## config.mk

```make
export PLATFORM = sky130hd
export DESIGN_NAME = lcd_char_stack_with_tone
export DESIGN_NICKNAME = d
export VERILOG_FILES = /design/src/hw/rtl/lcs_pkg.sv /design/src/hw/rtl/lcs_map.sv /design/src/hw/rtl/lcs_core.sv /design/src/hw/rtl/lcd_char_stack_with_tone.sv
export VERILOG_INCLUDE_DIRS = /design/src /design/src/hw/rtl
export SDC_FILE = /design/constraint.sdc
export NUM_CORES = 1
export LEC_CHECK = 0
export BUFFER_PORTS_ARGS = -buffer_cell sky130_fd_sc_hd__buf_2
export CAP_MARGIN = 10
export CORE_MARGIN = 2
export CORE_UTILIZATION = 65
export CTS_CLUSTER_SIZE = 40
export DETAILED_ROUTE_END_ITERATION = 10
export PLACE_DENSITY = 0.95
export SLEW_MARGIN = 20
export SYNTH_ARGS = -nofsm -noshare
export SYNTH_HDL_FRONTEND = slang
export SYNTH_SLANG_ARGS = --single-unit
```

## constraint.sdc

```tcl
create_clock -name clk -period 5.7 [get_ports clk]
set_input_delay 1.14 -clock clk [delete_from_list [all_inputs] [get_ports clk]]
set_output_delay 1.14 -clock clk [all_outputs]
set_load 0.05 [all_outputs]
```

## src/hw/rtl/assert_macros.svh

```systemverilog
// Assertion macros shared by the character stack RTL.
// Each macro expects signals named clk and arst_n in the including module.
`ifndef ASSERT_MACROS_SVH
`define ASSERT_MACROS_SVH

// Checks that a property holds at every clock edge outside reset.
`define ASSERT_ALWAYS(label, prop, msg) \
	label: assert property (@(posedge clk) disable iff (!arst_n) (prop)) else $error(msg);

// Checks that the consequent holds in the cycle after the antecedent.
`define ASSERT_NEXT(label, ante, cons, msg) \
	label: assert property (@(posedge clk) disable iff (!arst_n) (ante) |=> (cons)) else $error(msg);

`endif

```

## src/hw/rtl/lcs_pkg.sv

```systemverilog
// Package for the character stack: action and status codes, item and result types,
// LCD and tone constants. It depends on nothing else.
package lcs_pkg;

	localparam int DEFAULT_DEPTH = 32;
	localparam int POS_W         = 5;
	localparam int DEPTH_W       = 6;

	localparam logic [6:0] LCD_ROW0_BASE = 7'h4F;
	localparam logic [4:0] LCD_ROW1_BASE = 5'd31;
	localparam logic [7:0] SPACE_CHAR    = 8'h20;

	typedef enum logic [1:0] {
		ACT_PUSH  = 2'd0,
		ACT_POP   = 2'd1,
		ACT_PEEK  = 2'd2,
		ACT_CLEAR = 2'd3
	} action_t;

	typedef enum logic [1:0] {
		ST_OK    = 2'd0,
		ST_FULL  = 2'd1,
		ST_EMPTY = 2'd2
	} status_t;

	typedef struct packed {
		action_t    action;
		logic [7:0] item_char;
		logic       show;
		logic       tone;
	} req_t;

	typedef struct packed {
		status_t             status;
		logic [7:0]          top_char;
		logic                lcd_write;
		logic [6:0]          lcd_address;
		logic [7:0]          lcd_char;
		logic                tone_update;
		logic [15:0]         tone_period;
		logic [14:0]         tone_duty;
		logic [DEPTH_W-1:0]  depth;
		logic                is_full;
		logic                is_empty;
	} res_t;

	function automatic logic [15:0] tone_lookup(input logic [2:0] idx);
		logic [15:0] period;
		case (idx)
			3'd0: period = 16'd2505;
			3'd1: period = 16'd2231;
			3'd2: period = 16'd1988;
			3'd3: period = 16'd1876;
			3'd4: period = 16'd1672;
			3'd5: period = 16'd1489;
			3'd6: period = 16'd1327;
			3'd7: period = 16'd1252;
			default: period = 16'd2505;
		endcase
		return period;
	endfunction

endpackage

```

## src/hw/rtl/lcs_map.sv

```systemverilog
// Maps stack entry positions to an LCD address and a buzzer period.
// Depends on lcs_pkg.
module lcs_map (
	input  logic [lcs_pkg::POS_W-1:0] lcd_pos,
	input  logic [lcs_pkg::POS_W-1:0] tone_pos,
	output logic [6:0]                lcd_address,
	output logic [15:0]               tone_period
);

	always_comb begin
		if (lcd_pos[4] == 1'b0) begin
			lcd_address = lcs_pkg::LCD_ROW0_BASE - {3'd0, lcd_pos[3:0]};
		end else begin
			lcd_address = {2'd0, lcs_pkg::LCD_ROW1_BASE - lcd_pos};
		end
	end

	assign tone_period = lcs_pkg::tone_lookup(tone_pos[4:2]);

endmodule

```

## src/hw/rtl/lcs_core.sv

```systemverilog
// Stack storage, entry count and the decode of one item into its result.
// Depends on lcs_pkg, lcs_map and assert_macros.svh.
`include "assert_macros.svh"

module lcs_core #(
	parameter int STACK_DEPTH = lcs_pkg::DEFAULT_DEPTH
) (
	input  logic          clk,
	input  logic          arst_n,
	input  logic          proc,
	input  lcs_pkg::req_t req,
	output lcs_pkg::res_t res
);

	localparam int CNT_W = $clog2(STACK_DEPTH + 1);
	localparam int IDX_W = $clog2(STACK_DEPTH);

	logic [CNT_W-1:0]  count_q;
	logic [CNT_W-1:0]  count_nxt;
	logic [7:0]        store_q [STACK_DEPTH];
	logic              full;
	logic              empty;
	logic [IDX_W-1:0]  push_idx;
	logic [IDX_W-1:0]  top_idx;
	logic [IDX_W-1:0]  pop_tidx;
	logic [IDX_W-1:0]  lcd_idx;
	logic [IDX_W-1:0]  tone_idx;
	logic [6:0]        map_addr;
	logic [15:0]       map_period;
	logic              do_push;

	assign full     = (count_q == CNT_W'(STACK_DEPTH));
	assign empty    = (count_q == '0);
	assign push_idx = count_q[IDX_W-1:0];
	assign top_idx  = IDX_W'(count_q - CNT_W'(1));
	assign pop_tidx = (count_q >= CNT_W'(2)) ? IDX_W'(count_q - CNT_W'(2)) : '0;
	assign lcd_idx  = (req.action == lcs_pkg::ACT_PUSH) ? push_idx : top_idx;
	assign tone_idx = (req.action == lcs_pkg::ACT_PUSH) ? push_idx : pop_tidx;

	lcs_map u_map (
		.lcd_pos     (lcs_pkg::POS_W'(lcd_idx)),
		.tone_pos    (lcs_pkg::POS_W'(tone_idx)),
		.lcd_address (map_addr),
		.tone_period (map_period)
	);

	always_comb begin
		res       = '0;
		res.status = lcs_pkg::ST_OK;
		count_nxt = count_q;
		do_push   = 1'b0;
		case (req.action)
			lcs_pkg::ACT_PUSH: begin
				if (full) begin
					res.status = lcs_pkg::ST_FULL;
				end else begin
					do_push   = 1'b1;
					count_nxt = count_q + CNT_W'(1);
					if (req.show) begin
						res.lcd_write   = 1'b1;
						res.lcd_address = map_addr;
						res.lcd_char    = req.item_char;
					end
					if (req.tone) begin
						res.tone_update = 1'b1;
						res.tone_period = map_period;
						res.tone_duty   = map_period[15:1];
					end
				end
			end
			lcs_pkg::ACT_POP: begin
				if (empty) begin
					res.status = lcs_pkg::ST_EMPTY;
				end else begin
					count_nxt = count_q - CNT_W'(1);
					if (req.show) begin
						res.lcd_write   = 1'b1;
						res.lcd_address = map_addr;
						res.lcd_char    = lcs_pkg::SPACE_CHAR;
					end
					if (req.tone) begin
						res.tone_update = 1'b1;
						res.tone_period = map_period;
						res.tone_duty   = map_period[15:1];
					end
				end
			end
			lcs_pkg::ACT_PEEK: begin
				if (empty) begin
					res.status = lcs_pkg::ST_EMPTY;
				end else begin
					res.top_char = store_q[top_idx];
				end
			end
			lcs_pkg::ACT_CLEAR: begin
				count_nxt = '0;
			end
			default: begin
				count_nxt = count_q;
			end
		endcase
		res.depth    = lcs_pkg::DEPTH_W'(count_nxt);
		res.is_full  = (count_nxt == CNT_W'(STACK_DEPTH));
		res.is_empty = (count_nxt == '0);
	end

	always_ff @(posedge clk or negedge arst_n) begin
		if (!arst_n) begin
			count_q <= '0;
		end else if (proc) begin
			count_q <= count_nxt;
		end
	end

	always_ff @(posedge clk) begin
		if (proc && do_push) begin
			store_q[push_idx] <= req.item_char;
		end
	end

	`ASSERT_ALWAYS(a_count_bound, count_q <= CNT_W'(STACK_DEPTH), "entry count above stack depth")
	`ASSERT_NEXT(a_clear_empties, proc && req.action == lcs_pkg::ACT_CLEAR, count_q == '0,
		"clear did not empty the stack")
	`ASSERT_NEXT(a_push_grows, proc && do_push, count_q == $past(count_q) + CNT_W'(1),
		"accepted push did not add one entry")
	`ASSERT_ALWAYS(a_no_req_on_error,
		!proc || res.status == lcs_pkg::ST_OK || (!res.lcd_write && !res.tone_update),
		"LCD or tone request raised on an error")

endmodule

```

## src/hw/rtl/lcd_char_stack_with_tone.sv

```systemverilog
// Top level of the character stack with LCD placement and buzzer tone.
// Depends on lcs_pkg, lcs_core and assert_macros.svh.
//
//   Channel  Handshake            Payload
//   input    in_valid / in_ready  action, item_char, show, tone
//   output   out_valid/ out_ready status, top_char, lcd_write, lcd_address, lcd_char,
//                                 tone_update, tone_period, tone_duty, depth,
//                                 is_full, is_empty
//
// An item is held in the input register, decoded combinationally against the entry count
// and the stack registers, and lands in the result register when it moves on; one item per
// cycle is sustained while the output is not stalled. Reset empties the stack at once; the
// stored characters are not cleared. A stalled result holds both registers, and a new item
// is taken whenever the input register empties or moves on in that cycle.
`include "assert_macros.svh"

module lcd_char_stack_with_tone #(
	parameter int STACK_DEPTH = lcs_pkg::DEFAULT_DEPTH
) (
	input  logic        clk,
	input  logic        arst_n,
	input  logic        in_valid,
	output logic        in_ready,
	input  logic [1:0]  action,
	input  logic [7:0]  item_char,
	input  logic        show,
	input  logic        tone,
	output logic        out_valid,
	input  logic        out_ready,
	output logic [1:0]  status,
	output logic [7:0]  top_char,
	output logic        lcd_write,
	output logic [6:0]  lcd_address,
	output logic [7:0]  lcd_char,
	output logic        tone_update,
	output logic [15:0] tone_period,
	output logic [14:0] tone_duty,
	output logic [5:0]  depth,
	output logic        is_full,
	output logic        is_empty
);

	logic          valid_s1;
	logic          valid_s2;
	lcs_pkg::req_t req_s1;
	lcs_pkg::res_t res_s2;
	lcs_pkg::res_t res_comb;
	logic          advance;

	assign advance  = valid_s1 && (!valid_s2 || out_ready);
	assign in_ready = !valid_s1 || advance;

	lcs_core #(
		.STACK_DEPTH (STACK_DEPTH)
	) u_core (
		.clk    (clk),
		.arst_n (arst_n),
		.proc   (advance),
		.req    (req_s1),
		.res    (res_comb)
	);

	always_ff @(posedge clk or negedge arst_n) begin
		if (!arst_n) begin
			valid_s1 <= 1'b0;
			valid_s2 <= 1'b0;
		end else begin
			if (in_valid && in_ready) begin
				valid_s1 <= 1'b1;
			end else if (advance) begin
				valid_s1 <= 1'b0;
			end
			if (advance) begin
				valid_s2 <= 1'b1;
			end else if (out_ready) begin
				valid_s2 <= 1'b0;
			end
		end
	end

	always_ff @(posedge clk) begin
		if (in_valid && in_ready) begin
			req_s1 <= '{action: lcs_pkg::action_t'(action), item_char: item_char,
				show: show, tone: tone};
		end
		if (advance) begin
			res_s2 <= res_comb;
		end
	end

	assign out_valid   = valid_s2;
	assign status      = res_s2.status;
	assign top_char    = res_s2.top_char;
	assign lcd_write   = res_s2.lcd_write;
	assign lcd_address = res_s2.lcd_address;
	assign lcd_char    = res_s2.lcd_char;
	assign tone_update = res_s2.tone_update;
	assign tone_period = res_s2.tone_period;
	assign tone_duty   = res_s2.tone_duty;
	assign depth       = res_s2.depth;
	assign is_full     = res_s2.is_full;
	assign is_empty    = res_s2.is_empty;

	`ASSERT_ALWAYS(a_full_empty_excl, !valid_s2 || !(is_full && is_empty),
		"result both full and empty")
	`ASSERT_NEXT(a_advance_fills, advance, valid_s2, "processed item did not reach the result register")

endmodule

```

==> out/metrics.yaml <==
synth:
  synthCells: 778
  ys_top_cells_by_area: "edfxtp_1, mux4_2, nand2_1"
  synth_fa_ha_area_share_pct: 1.79
  synth_edf_count: 313
  synthArstFlopShare_pct: 2.49
  synth_warnings: 0
  synth_top_flop_cell: "edfxtp_1"
  synth_top_family_by_area: "multiplexers"
  ys_seq_elements: 321
  ys_types: 58
  yosysSeqAreaShare_pct: 72.5
  synth.most_common_cell: "edfxtp_1"
  synth-simple-area-share_pct: 7.27
  synth.avg_cell_area_um2: 17.0
  yosysTopAreaCell: "edfxtp_1"
  syn_area_um2: 13200
  synth-compound-area-share_pct: 3.97
  synthXorXnorAreaFrac_pct: 0.529
  synthTopCellsByCount: "edfxtp_1, nand2_1, mux4_2"
  synthMuxAreaShare_pct: 11.1
  yosys.area.top_type_share_pct: 71.0
global_route:
  grt_max_degree: 45
  grt_pass1_vias: 7614
  overflow: 0
  antenna_found_initial: 1
  grt_pass1_wl_mm: 47.3
  grt_usage_pct: 29.8
floorplanning:
  fp.dieH_um: 147
  start_util_pct: 65.9
  num_rows: 52
  core-area_um2: 20100
  dieArea_um2: 21500
  pin_count: 84
  die_w_um: 147
timing:
  rsz0062_at_grt: "false"
  finalHoldViolCount: 0
  setup_viol: 0
  max_slew.worst_pin.slew_ns: 0.950
  finalCriticalPeriod_ns: 4.21
  tns_ns: 0
  period_share_pct: 73.8
  fmax_ghz: 0.238
  slew_headroom_pct: 36.7
  finalClockSkew_ns: 0.0141
  drv_slew: 0
clock_network:
  hold_buffers: 0
  cts_tree: "done"
  clock_latency_ns: 0.55
  post_cts_buffers: 0
  cts_made_buffers: 29
  path_clk_slew_ns: 0.08
  cts_root_buf: "clkbuf_16"
  cts_sinks: 321
  cts_resized: 0
  h-tree-depth: 1
  clk_path_buf_depth: 3
worst_setup_path:
  cpPeakStageDelay_ns: 0.81
  crit_type: "flip-flop to flip-flop"
  arrival_ns: 4.38
  critPathSlowestCell: "dfrtp_4"
  crit_chain: "inv_1 > ha_2 > nor4b_2 > a21oi_1 > nand3_1 > nor2_1"
  worstPathRequired_ns: 5.87
  crit_path_start_kind: "flip-flop"
  path_max_fanout: 33
  cpLargestDelayFamily: "simple AND/OR/NAND/NOR gates"
  path_buf_inv: 1
  crit_path_end_kind: "flip-flop"
placed_design:
  dp_hpwl_mm: 18.7
  numPortBuffers: 73
  gp_congestion: 0.899
  placed_area_um2: 13800
min_path:
  hp-class: "input port to async pin"
layout:
  syn_to_final_growth_pct: 11.4
  nNetsFinal: 883
  drive_gt1_share_pct: 24.0
  fin_area_um2: 14800
drt:
  vias_per_cell: 6.80
  first_pass_iters: 6
  num_vias: 7762
  postRouteWirelength_mm: 31.4
  drt_iter0_drc: 1297
  wl_per_cell_um: 27.5
  antenna_left: 0
  drcViolationCount: 0
pwr:
  power_leakage_nw: 5.05
  p_per_area_nw_per_um2: 516
  ir_worst_vdd_mv: 0.353
run:
  maxCapViolCount: 0
run_status:
  status: "complete, no violations"
final timing paths:
path / start / end / slack (ns) / depth (start not counted)
setup / recovery: u_core.count_q[0]$_DFFE_PN0P_ / u_core.store_q[6][3]$_DFFE_PP_ / 1.49 / 6
hold / removal: arst_n / u_core.count_q[3]$_DFFE_PN0P_ / 0.43 / 1
setup reg to reg: u_core.count_q[0]$_DFFE_PN0P_ / u_core.store_q[6][3]$_DFFE_PP_ / 1.49 / 6
hold reg to reg: req_s1[9]$_DFFE_PP_ / u_core.store_q[9][7]$_DFFE_PP_ / 0.46 / 0
max in group asynchronous: arst_n / u_core.count_q[0]$_DFFE_PN0P_ / 5.07 / 1
min in group clk: req_s1[9]$_DFFE_PP_ / u_core.store_q[9][7]$_DFFE_PP_ / 0.46 / 0
layer usage:
metal  GRT usage (%)  vias to the layer above  share of wire, %
li1                -                     3143                 -
met1            40.8                     3786                35
met2            50.9                      691                50
met3            3.57                      140                11
met4            10.0                        2               4.7
met5               0                        -             0.041
placed cells by master (no fill, tap or decap), types with 3 or more instances in the layout:
cell and n:
inv_6 5, nor2b_1 6, xnor2_1 6, edfxtp_1 313, o21ai_0 9, nor3_1 5
dfrtp_1 7, clkinvlp_4 3, inv_1 14, nand3b_1 4, conb_1 10, mux4_2 64
buf_4 13, nand2b_1 6, nand3_1 11, or3_1 6, clkinv_2 4, clkbuf_16 29
a221oi_1 4, nand2_1 86, clkinv_1 6, ha_1 18, or4_1 9, and3_1 8
bufinv_16 3, a21oi_1 46, buf_2 73, nor2_1 48
state kept, by name, summed over array words and instances, names as in the netlist, 2 cells and up:
signal and flops:
depth 6, lcd_address 5, lcd_char 8, req_s1 12, status 2, tone_period 11, top_char 8, u_core.count_q 6
u_core.store_q 256
metrics by stage:
step	worst slack, ns	hold slack [ns]	std cells	utilization [%]	power (mW)
CTS	1.57	0.430	1140	73.4	7.56
global route	1.22	0.444	1140	73.4	7.86
finish	1.49	0.430	1141	73.4	7.61
detailed placement	1.57	0.441	1087	68.6	5.56
floorplan	2.09	0.457	787	-	4.96
global placement	1.77	0.431	1087	68.6	5.46
worst reg2reg max path, stage by stage (launching register included):
cell     delay (ns)
dfrtp_4        0.81
inv_1          0.21
ha_2           0.26
nor4b_2        0.20
a21oi_1        0.81
nand3_1        0.75
nor2_1         0.79
cell families after synthesis:
kind of cell / Yosys count
and+or+nand+nor: 203
muxes: 67
adders and majority gates: 19
buffers and inverters: 74
xor gates and xnor gates: 8
DFF: 321
AOI/OAI and AO/OA: 85
other: 1
power breakdown:
part / switching, mW / total, mW / internal (mW)
Combinational: 1.77 / 2.71 / 0.944
Clock: 0.872 / 1.96 / 1.08
Sequential: 0.191 / 2.94 / 2.75
Total: 2.83 / 7.61 / 4.78
cell type report:
type / instances / area (um^2)
repair buffers: 86 / 463
inverters: 18 / 67.6
diodes: 1 / 2.50
fillers: 1038 / 5350
clock buffers: 31 / 733
clock inverters: 22 / 220
flip-flops and latches: 321 / 9600
well taps: 270 / 338
multi-input cells: 392 / 3320
Note: power is estimated with default switching activity, not from simulation.
